[src/hdl/lxrd_pkg.sv]
// ----------------------------------------------------------------------------
// lxrd_pkg
// Shared types and constants for the length/XOR response deframer.
// ----------------------------------------------------------------------------
package lxrd_pkg;

   localparam int          INDEX_SPAN   = 1024;     // payload_index holds 10 bits
   localparam logic [10:0] CAP_RESET    = 11'd1024;
   localparam logic [7:0]  SW1_EXPECTED = 8'h90;
   localparam logic [7:0]  SW2_EXPECTED = 8'h00;

   typedef enum logic [5:0] {
      PH_IDLE    = 6'b000001,
      PH_LEN_LO  = 6'b000010,
      PH_PAYLOAD = 6'b000100,
      PH_SW1     = 6'b001000,
      PH_SW2     = 6'b010000,
      PH_CHECK   = 6'b100000
   } phase_type;

   typedef enum logic {
      KIND_PAYLOAD = 1'b0,
      KIND_STATUS  = 1'b1
   } kind_type;

   typedef enum logic [1:0] {
      ST_OK        = 2'd0,
      ST_XOR_BAD   = 2'd1,
      ST_SW_BAD    = 2'd2,
      ST_LEN_SHORT = 2'd3
   } status_type;

   typedef struct packed {
      kind_type    result_kind;
      logic [7:0]  payload_byte;
      logic [9:0]  payload_index;
      status_type  frame_status;
      logic [10:0] kept_length;
   } rsp_item_type;

endpackage

[src/hdl/lxrd_req_if.sv]
// ----------------------------------------------------------------------------
// lxrd_req_if
// Receive byte channel: valid/ready with one link byte and a start mark.
// ----------------------------------------------------------------------------
interface lxrd_req_if;
   logic       valid;
   logic       ready;
   logic [7:0] rx_byte;
   logic       frame_start;

   modport source (output valid, output rx_byte, output frame_start, input ready);
   modport sink   (input valid, input rx_byte, input frame_start, output ready);
endinterface

[src/hdl/lxrd_rsp_if.sv]
// ----------------------------------------------------------------------------
// lxrd_rsp_if
// Result channel: valid/ready with a kept payload byte or a frame status.
// ----------------------------------------------------------------------------
interface lxrd_rsp_if;
   logic        valid;
   logic        ready;
   logic        result_kind;
   logic [7:0]  payload_byte;
   logic [9:0]  payload_index;
   logic [1:0]  frame_status;
   logic [10:0] kept_length;

   modport source (output valid, output result_kind, output payload_byte,
                   output payload_index, output frame_status, output kept_length,
                   input ready);
   modport sink   (input valid, input result_kind, input payload_byte,
                   input payload_index, input frame_status, input kept_length,
                   output ready);
endinterface

[src/hdl/length_xor_response_deframer_core.sv]
// ----------------------------------------------------------------------------
// length_xor_response_deframer_core
// Deframes length-prefixed response frames with a trailing XOR check byte.
// ----------------------------------------------------------------------------
//  channel  dir  handshake     payload
//  req_chan in   valid/ready   rx_byte[7:0], frame_start
//  rsp_chan out  valid/ready   result_kind, payload_byte[7:0], payload_index[9:0],
//                              frame_status[1:0], kept_length[10:0]
//  csr_*    in   write enable  csr_wdata[10:0] = buffer_capacity
//
//  One byte is taken per cycle while ready is high and parsed in the cycle it is
//  accepted; its result is registered in the output register, or the skid slot if it is held.
//  The result side holds an output register and one skid slot, so req_chan
//  keeps taking bytes while a result waits; ready drops only when both are full.
//  Reset (synchronous, active high) returns to idle and sets capacity to 1024.
// ----------------------------------------------------------------------------
module length_xor_response_deframer_core #(
   parameter int BUFFER_BYTES = 1024,
   parameter int CHECK_BYTES  = 1
) (
   input  logic        clock,
   input  logic        reset,
   lxrd_req_if.sink    req_chan,
   lxrd_rsp_if.source  rsp_chan,
   input  logic        csr_we,
   input  logic [10:0] csr_wdata
);

   logic                   accept;
   logic                   space;
   logic                   res_valid;
   lxrd_pkg::rsp_item_type res_item;
   lxrd_pkg::rsp_item_type out_item;

   assign req_chan.ready = space;
   assign accept         = req_chan.valid && space;

   lxrd_parser #(
      .BUFFER_BYTES (BUFFER_BYTES),
      .CHECK_BYTES  (CHECK_BYTES)
   ) u_parser (
      .clock       (clock),
      .reset       (reset),
      .accept      (accept),
      .rx_byte     (req_chan.rx_byte),
      .frame_start (req_chan.frame_start),
      .csr_we      (csr_we),
      .csr_wdata   (csr_wdata),
      .res_valid   (res_valid),
      .res_item    (res_item)
   );

   lxrd_rsp_skid u_skid (
      .clock     (clock),
      .reset     (reset),
      .push      (res_valid),
      .push_item (res_item),
      .space     (space),
      .out_valid (rsp_chan.valid),
      .out_ready (rsp_chan.ready),
      .out_item  (out_item)
   );

   assign rsp_chan.result_kind   = out_item.result_kind;
   assign rsp_chan.payload_byte  = out_item.payload_byte;
   assign rsp_chan.payload_index = out_item.payload_index;
   assign rsp_chan.frame_status  = out_item.frame_status;
   assign rsp_chan.kept_length   = out_item.kept_length;

endmodule

[src/hdl/lxrd_parser.sv]
// ----------------------------------------------------------------------------
// lxrd_parser
// Frame parser: phase tracking, running XOR, payload indexing, final status.
// ----------------------------------------------------------------------------
module lxrd_parser #(
   parameter int BUFFER_BYTES = 1024,
   parameter int CHECK_BYTES  = 1
) (
   input  logic                   clock,
   input  logic                   reset,
   input  logic                   accept,
   input  logic [7:0]             rx_byte,
   input  logic                   frame_start,
   input  logic                   csr_we,
   input  logic [10:0]            csr_wdata,
   output logic                   res_valid,
   output lxrd_pkg::rsp_item_type res_item
);

   localparam int CAP_LIMIT = (BUFFER_BYTES < lxrd_pkg::INDEX_SPAN) ?
                              BUFFER_BYTES : lxrd_pkg::INDEX_SPAN;
   localparam int CHK_W     = $clog2(CHECK_BYTES + 1);

   lxrd_pkg::phase_type phase_ff, phase_in, phase_cur;
   logic [10:0]         cap_ff, cap_in;
   logic [7:0]          len_hi_ff, len_hi_in;
   logic [15:0]         remaining_ff, remaining_in;
   logic [15:0]         position_ff, position_in;
   logic [7:0]          xor_ff, xor_in;
   logic [7:0]          sw1_ff, sw1_in;
   logic [7:0]          sw2_ff, sw2_in;
   logic [10:0]         kept_ff, kept_in;
   logic [CHK_W-1:0]    chk_ff, chk_in;
   logic [10:0]         eff_cap;
   logic                len_short;

   assign eff_cap   = (cap_ff > 11'(CAP_LIMIT)) ? 11'(CAP_LIMIT) : cap_ff;
   assign len_short = (len_hi_ff == 8'd0) && (rx_byte[7:1] == 7'd0);
   assign cap_in    = csr_we ? csr_wdata : cap_ff;

   always_comb begin
      phase_in     = phase_ff;
      len_hi_in    = len_hi_ff;
      remaining_in = remaining_ff;
      position_in  = position_ff;
      xor_in       = xor_ff;
      sw1_in       = sw1_ff;
      sw2_in       = sw2_ff;
      kept_in      = kept_ff;
      chk_in       = chk_ff;
      res_valid    = 1'b0;
      res_item     = '0;
      phase_cur    = frame_start ? lxrd_pkg::PH_IDLE : phase_ff;
      if (accept) begin
         unique case (phase_cur)
            lxrd_pkg::PH_IDLE: begin
               len_hi_in    = rx_byte;
               xor_in       = rx_byte;
               kept_in      = 11'd0;
               position_in  = 16'd0;
               remaining_in = 16'd0;
               phase_in     = lxrd_pkg::PH_LEN_LO;
            end
            lxrd_pkg::PH_LEN_LO: begin
               xor_in = xor_ff ^ rx_byte;
               if (len_short) begin
                  // flag a runt length at once and drop back to idle
                  phase_in              = lxrd_pkg::PH_IDLE;
                  res_valid             = 1'b1;
                  res_item.result_kind  = lxrd_pkg::KIND_STATUS;
                  res_item.frame_status = lxrd_pkg::ST_LEN_SHORT;
               end else begin
                  remaining_in = {len_hi_ff, rx_byte} - 16'd2;
                  phase_in     = (remaining_in != 16'd0) ? lxrd_pkg::PH_PAYLOAD
                                                         : lxrd_pkg::PH_SW1;
               end
            end
            lxrd_pkg::PH_PAYLOAD: begin
               xor_in = xor_ff ^ rx_byte;
               if (position_ff < {5'd0, eff_cap}) begin
                  res_valid              = 1'b1;
                  res_item.result_kind   = lxrd_pkg::KIND_PAYLOAD;
                  res_item.payload_byte  = rx_byte;
                  res_item.payload_index = position_ff[9:0];
                  kept_in                = kept_ff + 11'd1;
               end
               position_in  = position_ff + 16'd1;
               remaining_in = remaining_ff - 16'd1;
               if (remaining_ff == 16'd1) begin
                  phase_in = lxrd_pkg::PH_SW1;
               end
            end
            lxrd_pkg::PH_SW1: begin
               sw1_in   = rx_byte;
               xor_in   = xor_ff ^ rx_byte;
               phase_in = lxrd_pkg::PH_SW2;
            end
            lxrd_pkg::PH_SW2: begin
               sw2_in   = rx_byte;
               xor_in   = xor_ff ^ rx_byte;
               chk_in   = CHK_W'(CHECK_BYTES);
               phase_in = lxrd_pkg::PH_CHECK;
            end
            lxrd_pkg::PH_CHECK: begin
               if (chk_ff > CHK_W'(1)) begin
                  // skip leading check bytes, only the last one counts
                  chk_in = chk_ff - CHK_W'(1);
               end else begin
                  chk_in               = '0;
                  phase_in             = lxrd_pkg::PH_IDLE;
                  res_valid            = 1'b1;
                  res_item.result_kind = lxrd_pkg::KIND_STATUS;
                  res_item.kept_length = kept_ff;
                  if (rx_byte != xor_ff) begin
                     res_item.frame_status = lxrd_pkg::ST_XOR_BAD;
                  end else if (sw1_ff != lxrd_pkg::SW1_EXPECTED ||
                               sw2_ff != lxrd_pkg::SW2_EXPECTED) begin
                     res_item.frame_status = lxrd_pkg::ST_SW_BAD;
                  end else begin
                     res_item.frame_status = lxrd_pkg::ST_OK;
                  end
               end
            end
            default: begin
               phase_in = lxrd_pkg::PH_IDLE;
            end
         endcase
      end
   end

   always_ff @(posedge clock) begin
      if (reset) begin
         phase_ff     <= lxrd_pkg::PH_IDLE;
         cap_ff       <= lxrd_pkg::CAP_RESET;
         len_hi_ff    <= '0;
         remaining_ff <= '0;
         position_ff  <= '0;
         xor_ff       <= '0;
         sw1_ff       <= '0;
         sw2_ff       <= '0;
         kept_ff      <= '0;
         chk_ff       <= '0;
      end else begin
         phase_ff     <= phase_in;
         cap_ff       <= cap_in;
         len_hi_ff    <= len_hi_in;
         remaining_ff <= remaining_in;
         position_ff  <= position_in;
         xor_ff       <= xor_in;
         sw1_ff       <= sw1_in;
         sw2_ff       <= sw2_in;
         kept_ff      <= kept_in;
         chk_ff       <= chk_in;
      end
   end

   a_index_in_capacity: assert property (@(posedge clock) disable iff (reset)
      (res_valid && res_item.result_kind == lxrd_pkg::KIND_PAYLOAD)
         |-> ({1'b0, res_item.payload_index} < eff_cap))
      else $error("payload index beyond capacity");

   a_kept_bounded: assert property (@(posedge clock) disable iff (reset)
      kept_ff <= 11'(CAP_LIMIT))
      else $error("kept count beyond capacity limit");

   a_short_len_empty: assert property (@(posedge clock) disable iff (reset)
      (res_valid && res_item.frame_status == lxrd_pkg::ST_LEN_SHORT)
         |-> (res_item.kept_length == 11'd0 && phase_in == lxrd_pkg::PH_IDLE))
      else $error("short length result carries a count or keeps the frame open");

   a_kept_tracks_position: assert property (@(posedge clock) disable iff (reset)
      (phase_ff == lxrd_pkg::PH_PAYLOAD) |-> ({5'd0, kept_ff} <= position_ff))
      else $error("kept count ahead of payload position");

endmodule

[src/hdl/lxrd_rsp_skid.sv]
// ----------------------------------------------------------------------------
// lxrd_rsp_skid
// Two-entry result buffer: output register plus skid slot.
// ----------------------------------------------------------------------------
module lxrd_rsp_skid (
   input  logic                   clock,
   input  logic                   reset,
   input  logic                   push,
   input  lxrd_pkg::rsp_item_type push_item,
   output logic                   space,
   output logic                   out_valid,
   input  logic                   out_ready,
   output lxrd_pkg::rsp_item_type out_item
);

   lxrd_pkg::rsp_item_type head_ff, head_in;
   lxrd_pkg::rsp_item_type skid_ff, skid_in;
   logic [1:0]             count_ff, count_in;
   logic                   pop;

   assign out_valid = (count_ff != 2'd0);
   assign out_item  = head_ff;
   assign space     = (count_ff != 2'd2);
   assign pop       = out_valid && out_ready;

   always_comb begin
      head_in  = head_ff;
      skid_in  = skid_ff;
      count_in = count_ff;
      case (count_ff)
         2'd0: begin
            if (push) begin
               head_in  = push_item;
               count_in = 2'd1;
            end
         end
         2'd1: begin
            if (pop && push) begin
               head_in = push_item;
            end else if (pop) begin
               count_in = 2'd0;
            end else if (push) begin
               skid_in  = push_item;
               count_in = 2'd2;
            end
         end
         default: begin
            // full: advance the skid item when the head leaves
            if (pop) begin
               head_in  = skid_ff;
               count_in = 2'd1;
            end
         end
      endcase
   end

   always_ff @(posedge clock) begin
      if (reset) begin
         count_ff <= 2'd0;
      end else begin
         count_ff <= count_in;
      end
   end

   always_ff @(posedge clock) begin
      head_ff <= head_in;
      skid_ff <= skid_in;
   end

   a_no_push_when_full: assert property (@(posedge clock) disable iff (reset)
      push |-> (count_ff != 2'd2))
      else $error("item pushed into full result buffer");

   a_full_holds: assert property (@(posedge clock) disable iff (reset)
      (count_ff == 2'd2 && !pop) |=> (count_ff == 2'd2 && $stable(skid_ff)))
      else $error("full result buffer lost an item");

endmodule

[src/flat_wrapper.sv]
// flat-port wrapper written by rule: the top's interface ports become plain ports
module length_xor_response_deframer_core_flat 
#(
   parameter int BUFFER_BYTES = 1024,
   parameter int CHECK_BYTES  = 1
)
  (clock, reset, csr_we, csr_wdata, req_chan_valid, req_chan_rx_byte, req_chan_frame_start, req_chan_ready, rsp_chan_valid, rsp_chan_result_kind, rsp_chan_payload_byte, rsp_chan_payload_index, rsp_chan_frame_status, rsp_chan_kept_length, rsp_chan_ready);
  lxrd_req_if req_chan_i ();
  lxrd_rsp_if rsp_chan_i ();
  input  logic clock;
  input  logic reset;
  input  logic csr_we;
  input  logic [10:0] csr_wdata;
  input wire logic [$bits(req_chan_i.valid)-1:0] req_chan_valid;
  input wire logic [$bits(req_chan_i.rx_byte)-1:0] req_chan_rx_byte;
  input wire logic [$bits(req_chan_i.frame_start)-1:0] req_chan_frame_start;
  output wire logic [$bits(req_chan_i.ready)-1:0] req_chan_ready;
  output wire logic [$bits(rsp_chan_i.valid)-1:0] rsp_chan_valid;
  output wire logic [$bits(rsp_chan_i.result_kind)-1:0] rsp_chan_result_kind;
  output wire logic [$bits(rsp_chan_i.payload_byte)-1:0] rsp_chan_payload_byte;
  output wire logic [$bits(rsp_chan_i.payload_index)-1:0] rsp_chan_payload_index;
  output wire logic [$bits(rsp_chan_i.frame_status)-1:0] rsp_chan_frame_status;
  output wire logic [$bits(rsp_chan_i.kept_length)-1:0] rsp_chan_kept_length;
  input wire logic [$bits(rsp_chan_i.ready)-1:0] rsp_chan_ready;
  assign req_chan_i.valid = req_chan_valid;
  assign req_chan_i.rx_byte = req_chan_rx_byte;
  assign req_chan_i.frame_start = req_chan_frame_start;
  assign req_chan_ready = req_chan_i.ready;
  assign rsp_chan_valid = rsp_chan_i.valid;
  assign rsp_chan_result_kind = rsp_chan_i.result_kind;
  assign rsp_chan_payload_byte = rsp_chan_i.payload_byte;
  assign rsp_chan_payload_index = rsp_chan_i.payload_index;
  assign rsp_chan_frame_status = rsp_chan_i.frame_status;
  assign rsp_chan_kept_length = rsp_chan_i.kept_length;
  assign rsp_chan_i.ready = rsp_chan_ready;
  length_xor_response_deframer_core #(.BUFFER_BYTES(BUFFER_BYTES), .CHECK_BYTES(CHECK_BYTES)) u_core (.clock(clock), .reset(reset), .req_chan(req_chan_i), .rsp_chan(rsp_chan_i), .csr_we(csr_we), .csr_wdata(csr_wdata));
endmodule
[config.mk]
export PLATFORM = sky130hd
export DESIGN_NAME = length_xor_response_deframer_core_flat
export DESIGN_NICKNAME = d
export VERILOG_FILES = /design/src/hdl/lxrd_pkg.sv /design/src/hdl/lxrd_req_if.sv /design/src/hdl/lxrd_rsp_if.sv /design/src/hdl/length_xor_response_deframer_core.sv /design/src/hdl/lxrd_parser.sv /design/src/hdl/lxrd_rsp_skid.sv /design/src/flat_wrapper.sv
export SDC_FILE = /design/constraint.sdc
export NUM_CORES = 1
export LEC_CHECK = 0
export BUFFER_PORTS_ARGS = -buffer_cell sky130_fd_sc_hd__buf_2
export CORE_MARGIN = 2
export CORE_UTILIZATION = 40
export DETAILED_ROUTE_END_ITERATION = 6
export GPL_ROUTABILITY_DRIVEN = 1
export PLACE_DENSITY = 0.58
export SLEW_MARGIN = 10
export SYNTH_ARGS = -nofsm -noshare
export SYNTH_HDL_FRONTEND = slang
export SYNTH_SLANG_ARGS = --single-unit
[constraint.sdc]
create_clock -name clock -period 9.6 [get_ports clock]
set_input_delay 0.96 -clock clock [delete_from_list [all_inputs] [get_ports clock]]
set_output_delay 0.96 -clock clock [all_outputs]
set_load 0.01 [all_outputs]
==> results of run 1 <==
[worst max-delay path, delay by kind of cell]
kind	cells	cell delay, ns
simple gates	3	1.22
compound gates	3	0.68
buf+inv	2	0.56
[metrics by stage]
step           power [mW]  worst slack (ns)   util
2_1_floorplan       0.795              3.40      -
3_3_place_gp        0.824              5.90  0.438
3_5_place_dp        0.825              5.80  0.438
4_1_cts              1.50              6.26  0.469
5_1_grt              1.54              5.96  0.469
6_report             1.48              6.23  0.469
[cell families (layout without fill, tap and decap cells)]
group,count (synthesis),count (layout),share of synthesized area
AND/OR/NAND/NOR,317,317,0.206
flip-flops,158,158,0.490
AO/OA/AOI/OAI,155,155,0.127
buffers and inverters,64,114,0.0325
multiplexers,59,59,0.0809
XOR/XNOR,33,33,0.0372
adder cells (fa/ha/maj),16,16,0.0258
[flip-flops by register name, summed over array words and instances, names as in the netlist, 11 cells and up]
register / flops
u_core.u_parser.position_ff: 16
u_core.u_parser.cap_ff: 11
u_core.u_skid.skid_ff: 32
u_core.u_parser.kept_ff: 11
u_core.u_skid.out_item: 32
u_core.u_parser.remaining_ff: 16
[path summary, 6_finish.rpt]
path | depth (start not counted) | start | to
max reg2reg | 7 | u_core.u_parser.phase_ff[5] | u_core.u_skid.out_item[10]
max | 8 | req_chan_rx_byte[4] | u_core.u_skid.out_item[10]
min reg2reg | 2 | u_core.u_parser.kept_ff[10] | u_core.u_parser.kept_ff[10]
min | 2 | u_core.u_parser.kept_ff[10] | u_core.u_parser.kept_ff[10]
[routing by layer]
metal  GRT usage  vias up  part of all wire
met5           0        -                 0
met4      0.0619        0             0.017
met3      0.0397       19             0.035
met2       0.291      127              0.46
met1       0.248     2850              0.49
li1            -     3011                 -
[cell type report]
class                           instances  area share
Sequential cell                       158       0.430
Multi-Input combinational cell        580       0.420
Clock buffer                           18      0.0485
Timing Repair Buffer                   68      0.0413
Tap cell                              260      0.0367
Clock inverter                         14      0.0175
Inverter                               14     0.00594
[report_power, final]
part / leakage, nW / switching (mW) / internal (mW)
registers: 1.41 / 0.0112 / 0.703
clock network: 0.272 / 0.287 / 0.387
logic: 1.57 / 0.0628 / 0.0343
total: 3.25 / 0.361 / 1.12
[Yosys cell counts (all sizes together) (2+ instances only)]
library cell and count:
a31o 2, ha 16, or3 12, a21oi 44
o21ai 47, clkbuf 42, nand3b 2, o31ai 9
nor3b 3, nor4b 9, o21a 3, xor2 9
mux2i 29, nand3 12, a32oi 3, or4 11
buf 8, a32o 11, a211oi 6, nor4 14
a211o 2, nor2 83, inv 13, nand2b 4
and3 18, nand2 78, mux2 30, and2 23
and4 3, xnor2 24, nor3 18, o22ai 6
o2111ai 2, a22o 2, dfxtp 94, a21o 3
a31oi 2, o32ai 6, nand4 18, nor2b 8
edfxtp 64
==> flow_summary.json, run 1 <==
{
  "routed_via_density": 5.40,
  "regArea_sq_um": 3800,
  "synth_edf_count": 64,
  "start_kind": "input port",
  "core_area_sq_um": 18900,
  "dp.cells": 1080,
  "die_y_um": 143,
  "fin_crit_sh": 0.351,
  "drv_cap": 0,
  "fillerInstances": 1846,
  "area_delta_synth_final_pct": 14.0,
  "ys.flop_type": "dfxtp_1",
  "grt_pass1_wl_um": 29500,
  "route.detailed.drc": 0,
  "rsz0062_at_grt": "false",
  "wl_um": 18000,
  "clock-sinks": 158,
  "layout.nets": 880,
  "finClkSkew_ns": 0.00983,
  "fin_cells": 1112,
  "crit_path_end_kind": "register",
  "timing.final.crit_period_ns": 3.37,
  "initial_core_util": 0.411,
  "multi_input_area_sq_um": 3720,
  "synth_warnings": 0,
  "drtPass1Iterations": 5,
  "required_ns": 9.68,
  "numCtsBuffers": 17,
  "drt_iter0_markers": 463,
  "hp-class": "register to register",
  "ir_drop_v": 0.000121,
  "clock_latency_ns": 0.43,
  "fin_hold_ws_ns": 0.476,
  "grt_max_degree": 62,
  "fp-row-count": 50,
  "port_buffers": 58,
  "num_vias": 6007,
  "setup_tns_ns": 0,
  "slew_violations": 0,
  "relSlewSlack": 0.381,
  "worst_pin_slew_ns": 0.920,
  "cts_buffer_depth": 2,
  "netlist_area_sq_um": 7760,
  "post-cts-setup-buffers": 0,
  "final_common_cell": "dfxtp_1",
  "hold_viol": 0,
  "power_density_nw_per_um2": 168,
  "slowest_stage": "nor4_1",
  "power.leakage_nw": 3.25,
  "synthCells": 802,
  "ant_nets": 0,
  "cts_tree": "yes",
  "crit_arrival_ns": 3.45,
  "cts_resized": 0,
  "syn_nets": 843,
  "path_clk_slew_ns": 0.06,
  "hpwl_um": 12400,
  "path_cells": "buf_2 -> nor4_1 -> nand4_1 -> o21ai_0 -> a32oi_1 -> nand2b_1 -> o21a_1 -> buf_4",
  "cts-root-buf": "clkbuf_16",
  "drive_above_1_share": 0.160,
  "first_global_vias": 5692,
  "max_freq_ghz": 0.297,
  "die_area_sq_um": 20500,
  "report.final.setup_viol": 0,
  "synth_cell_types": 56,
  "avgSynthCellArea_sq_um": 9.68,
  "critPathKind": "input port to register",
  "status": "complete, no violations",
  "synth.ff_latch_count": 158,
  "ys_seq_area_frac": 0.490,
  "h-tree-depth": 4,
  "r2r_slack_ns": 6.58,
  "track_usage": 0.183,
  "routedWlPerCell_um": 16.2,
  "synth_top_area_share": 0.248,
  "io_pins": 59,
  "async_flop_share": 0,
  "grt_overflow_total": 0,
  "fin_area_sq_um": 8850,
  "critPathMaxStageDelay_ns": 0.82,
  "gp_congestion": 0.869,
  "die_width_um": 143,
  "placed_area_sq_um": 8270,
  "diodes": 0,
  "holdBufCountCts": 0,
  "antenna_found_initial": 0,
  "synthTopCellsByArea": "edfxtp_1, dfxtp_1, mux2_2, nor2_1, nand2_1",
  "worst-path-max-fanout": 32,
  "final_cell_mix": "dfxtp_1, nor2_1, nand2_1",
  "post-synth-top-area-cell": "edfxtp_1"
}
Note: power is estimated with default switching activity, not from simulation.
==> run 2, diff against run 1 <==
Clock period 9.6 ns to 3.55 ns, I/O delays scaled along.
==> flow_summary.json, run 2 (same netlist as run 1, synthesis figures left out) <==
{
  "status": "complete, no violations",
  "io_pins": 59,
  "route.detailed.drc": 0,
  "ant_nets": 0,
  "path_cells": "inv_1 -> nand2_1 -> ha_1 -> a21o_1 -> a211o_1 -> nor4_1 -> a32oi_1 -> nor4b_4 -> buf_4",
  "grt_max_degree": 70,
  "r2r_cells": 9,
  "antenna_found_initial": 0,
  "drt_iter0_markers": 458,
  "timing.final.crit_period_ns": 2.83,
  "gp_congestion": 0.864,
  "drive_above_1_share": 0.172,
  "power_mw": 4.11,
  "endpoint": "u_core.u_skid.skid_ff[5]",
  "relSlewSlack": 0.395,
  "slew_violations": 0,
  "die_width_um": 143,
  "clockPowerShare": 0.463,
  "p_int_mw": 3.12,
  "grt_pass1_wl_um": 30300,
  "holdBufCountCts": 0,
  "area_delta_synth_final_pct": 15.8,
  "fin_crit_sh": 0.798,
  "critPathMaxStageDelay_ns": 0.33,
  "cts-root-buf": "clkbuf_16",
  "max_freq_ghz": 0.353,
  "start_kind": "register",
  "drtPass1Iterations": 4,
  "power.switching_uw": 986,
  "layout.nets": 892,
  "hold_viol": 0,
  "worst-path-max-fanout": 22,
  "power.leakage_nw": 3.33,
  "fp-row-count": 50,
  "dpl_worst_slack_ns": 0.677,
  "clock-sinks": 158,
  "h-tree-depth": 4,
  "final_cell_mix": "dfxtp_1, nor2_1, nand2_1",
  "clock_latency_ns": 0.43,
  "crit-reg2reg-launch": "u_core.u_parser.cap_ff[10]",
  "numCtsBuffers": 17,
  "finClkSkew_ns": 0.00853,
  "cts_resized": 0,
  "critPathKind": "register to register",
  "slowest_stage": "buf_4",
  "fin_util": 0.476,
  "routedWlPerCell_um": 16.4,
  "setup_tns_ns": 0,
  "ir_drop_v": 0.000350,
  "r2r_slack_ns": 0.72,
  "track_usage": 0.188,
  "initial_core_util": 0.411,
  "combPwrFrac": 0.066,
  "first_global_vias": 5821,
  "hp-class": "input port to register",
  "path_clk_slew_ns": 0.07,
  "power_density_nw_per_um2": 457,
  "post-cts-setup-buffers": 0,
  "die_area_sq_um": 20500,
  "final.setup.worst_slack_ns": 0.717,
  "core_area_sq_um": 18900,
  "grt_overflow_total": 0,
  "fin_area_sq_um": 8990,
  "r2r_end": "u_core.u_skid.skid_ff[5]",
  "hpwl_um": 12700,
  "num_vias": 6112,
  "die_y_um": 143,
  "crit_path_end_kind": "register",
  "crit_arrival_ns": 2.94,
  "port_buffers": 58,
  "wl_um": 18500,
  "routed_via_density": 5.44,
  "drv_cap": 0,
  "final_common_cell": "dfxtp_1",
  "cts_tree": "yes",
  "report.final.setup_viol": 0,
  "required_ns": 3.66,
  "worst_pin_slew_ns": 0.902,
  "pwr-share-seq": 0.470,
  "diodes": 0,
  "placed_area_sq_um": 8380,
  "rsz0062_at_grt": "false",
  "sw_frac_of_total": 0.240,
  "cts_buffer_depth": 2,
  "cp-startpoint": "u_core.u_parser.cap_ff[10]"
}
## run 2: stage by stage
step,std cells,hold WS (ns)
after floorplan,802,0.432
after detailed placement,1092,0.468
after global placement,1092,0.464
after CTS,1124,0.141
final,1124,0.158
after global routing,1124,0.166
## run 2: critical path: cells and delay by family (launching register included)
family	cells	cell delay, ns
buffers and inverters	2	0.55
and+or+nand+nor	3	0.62
adders and majority gates	1	0.31
AOI/OAI and AO/OA	3	0.71
DFF	1	0.31
## run 2: final cells by class
class | instances | area [sq um]
Multi-Input combinational cell | 580 | 3730
Timing Repair Buffer | 80 | 468
Inverter | 14 | 52.6
Clock buffer | 19 | 433
Fill cell | 1793 | 9900
Tap cell | 260 | 325
Clock inverter | 13 | 176
Sequential cell | 158 | 3800
## run 2: worst min-delay path by stage
stage | startpoint | endpoint | slack [ns] | cells after the start
final | csr_wdata[8] | u_core.u_parser.cap_ff[8] | 0.16 | 3
after global routing | csr_wdata[1] | u_core.u_parser.cap_ff[1] | 0.17 | 3
after CTS | csr_wdata[8] | u_core.u_parser.cap_ff[8] | 0.14 | 3
after detailed placement | u_core.u_parser.kept_ff[10] | u_core.u_parser.kept_ff[10] | 0.47 | 2
after global placement | u_core.u_parser.kept_ff[10] | u_core.u_parser.kept_ff[10] | 0.46 | 2
after floorplan | rsp_chan_ready | u_core.u_skid.count_ff[1] | 0.43 | 1
## run 2: power groups by stage
stage                     Clock [mW]  Combinational (mW)  Sequential, mW
after floorplan                    0               0.192            1.96
after detailed placement           0               0.272            1.97
after global routing            2.01               0.307            1.93
after CTS                       1.95               0.273            1.93
after global placement             0               0.273            1.97
final                           1.90               0.273            1.93
## run 2: per-layer routing
metal,GRT usage,vias to the layer above,routed length [um]
li1,-,3047,-
met1,0.262,2858,8730
met2,0.296,182,8470
met3,0.0340,25,994
met4,0.0650,0,276
met5,0,-,0
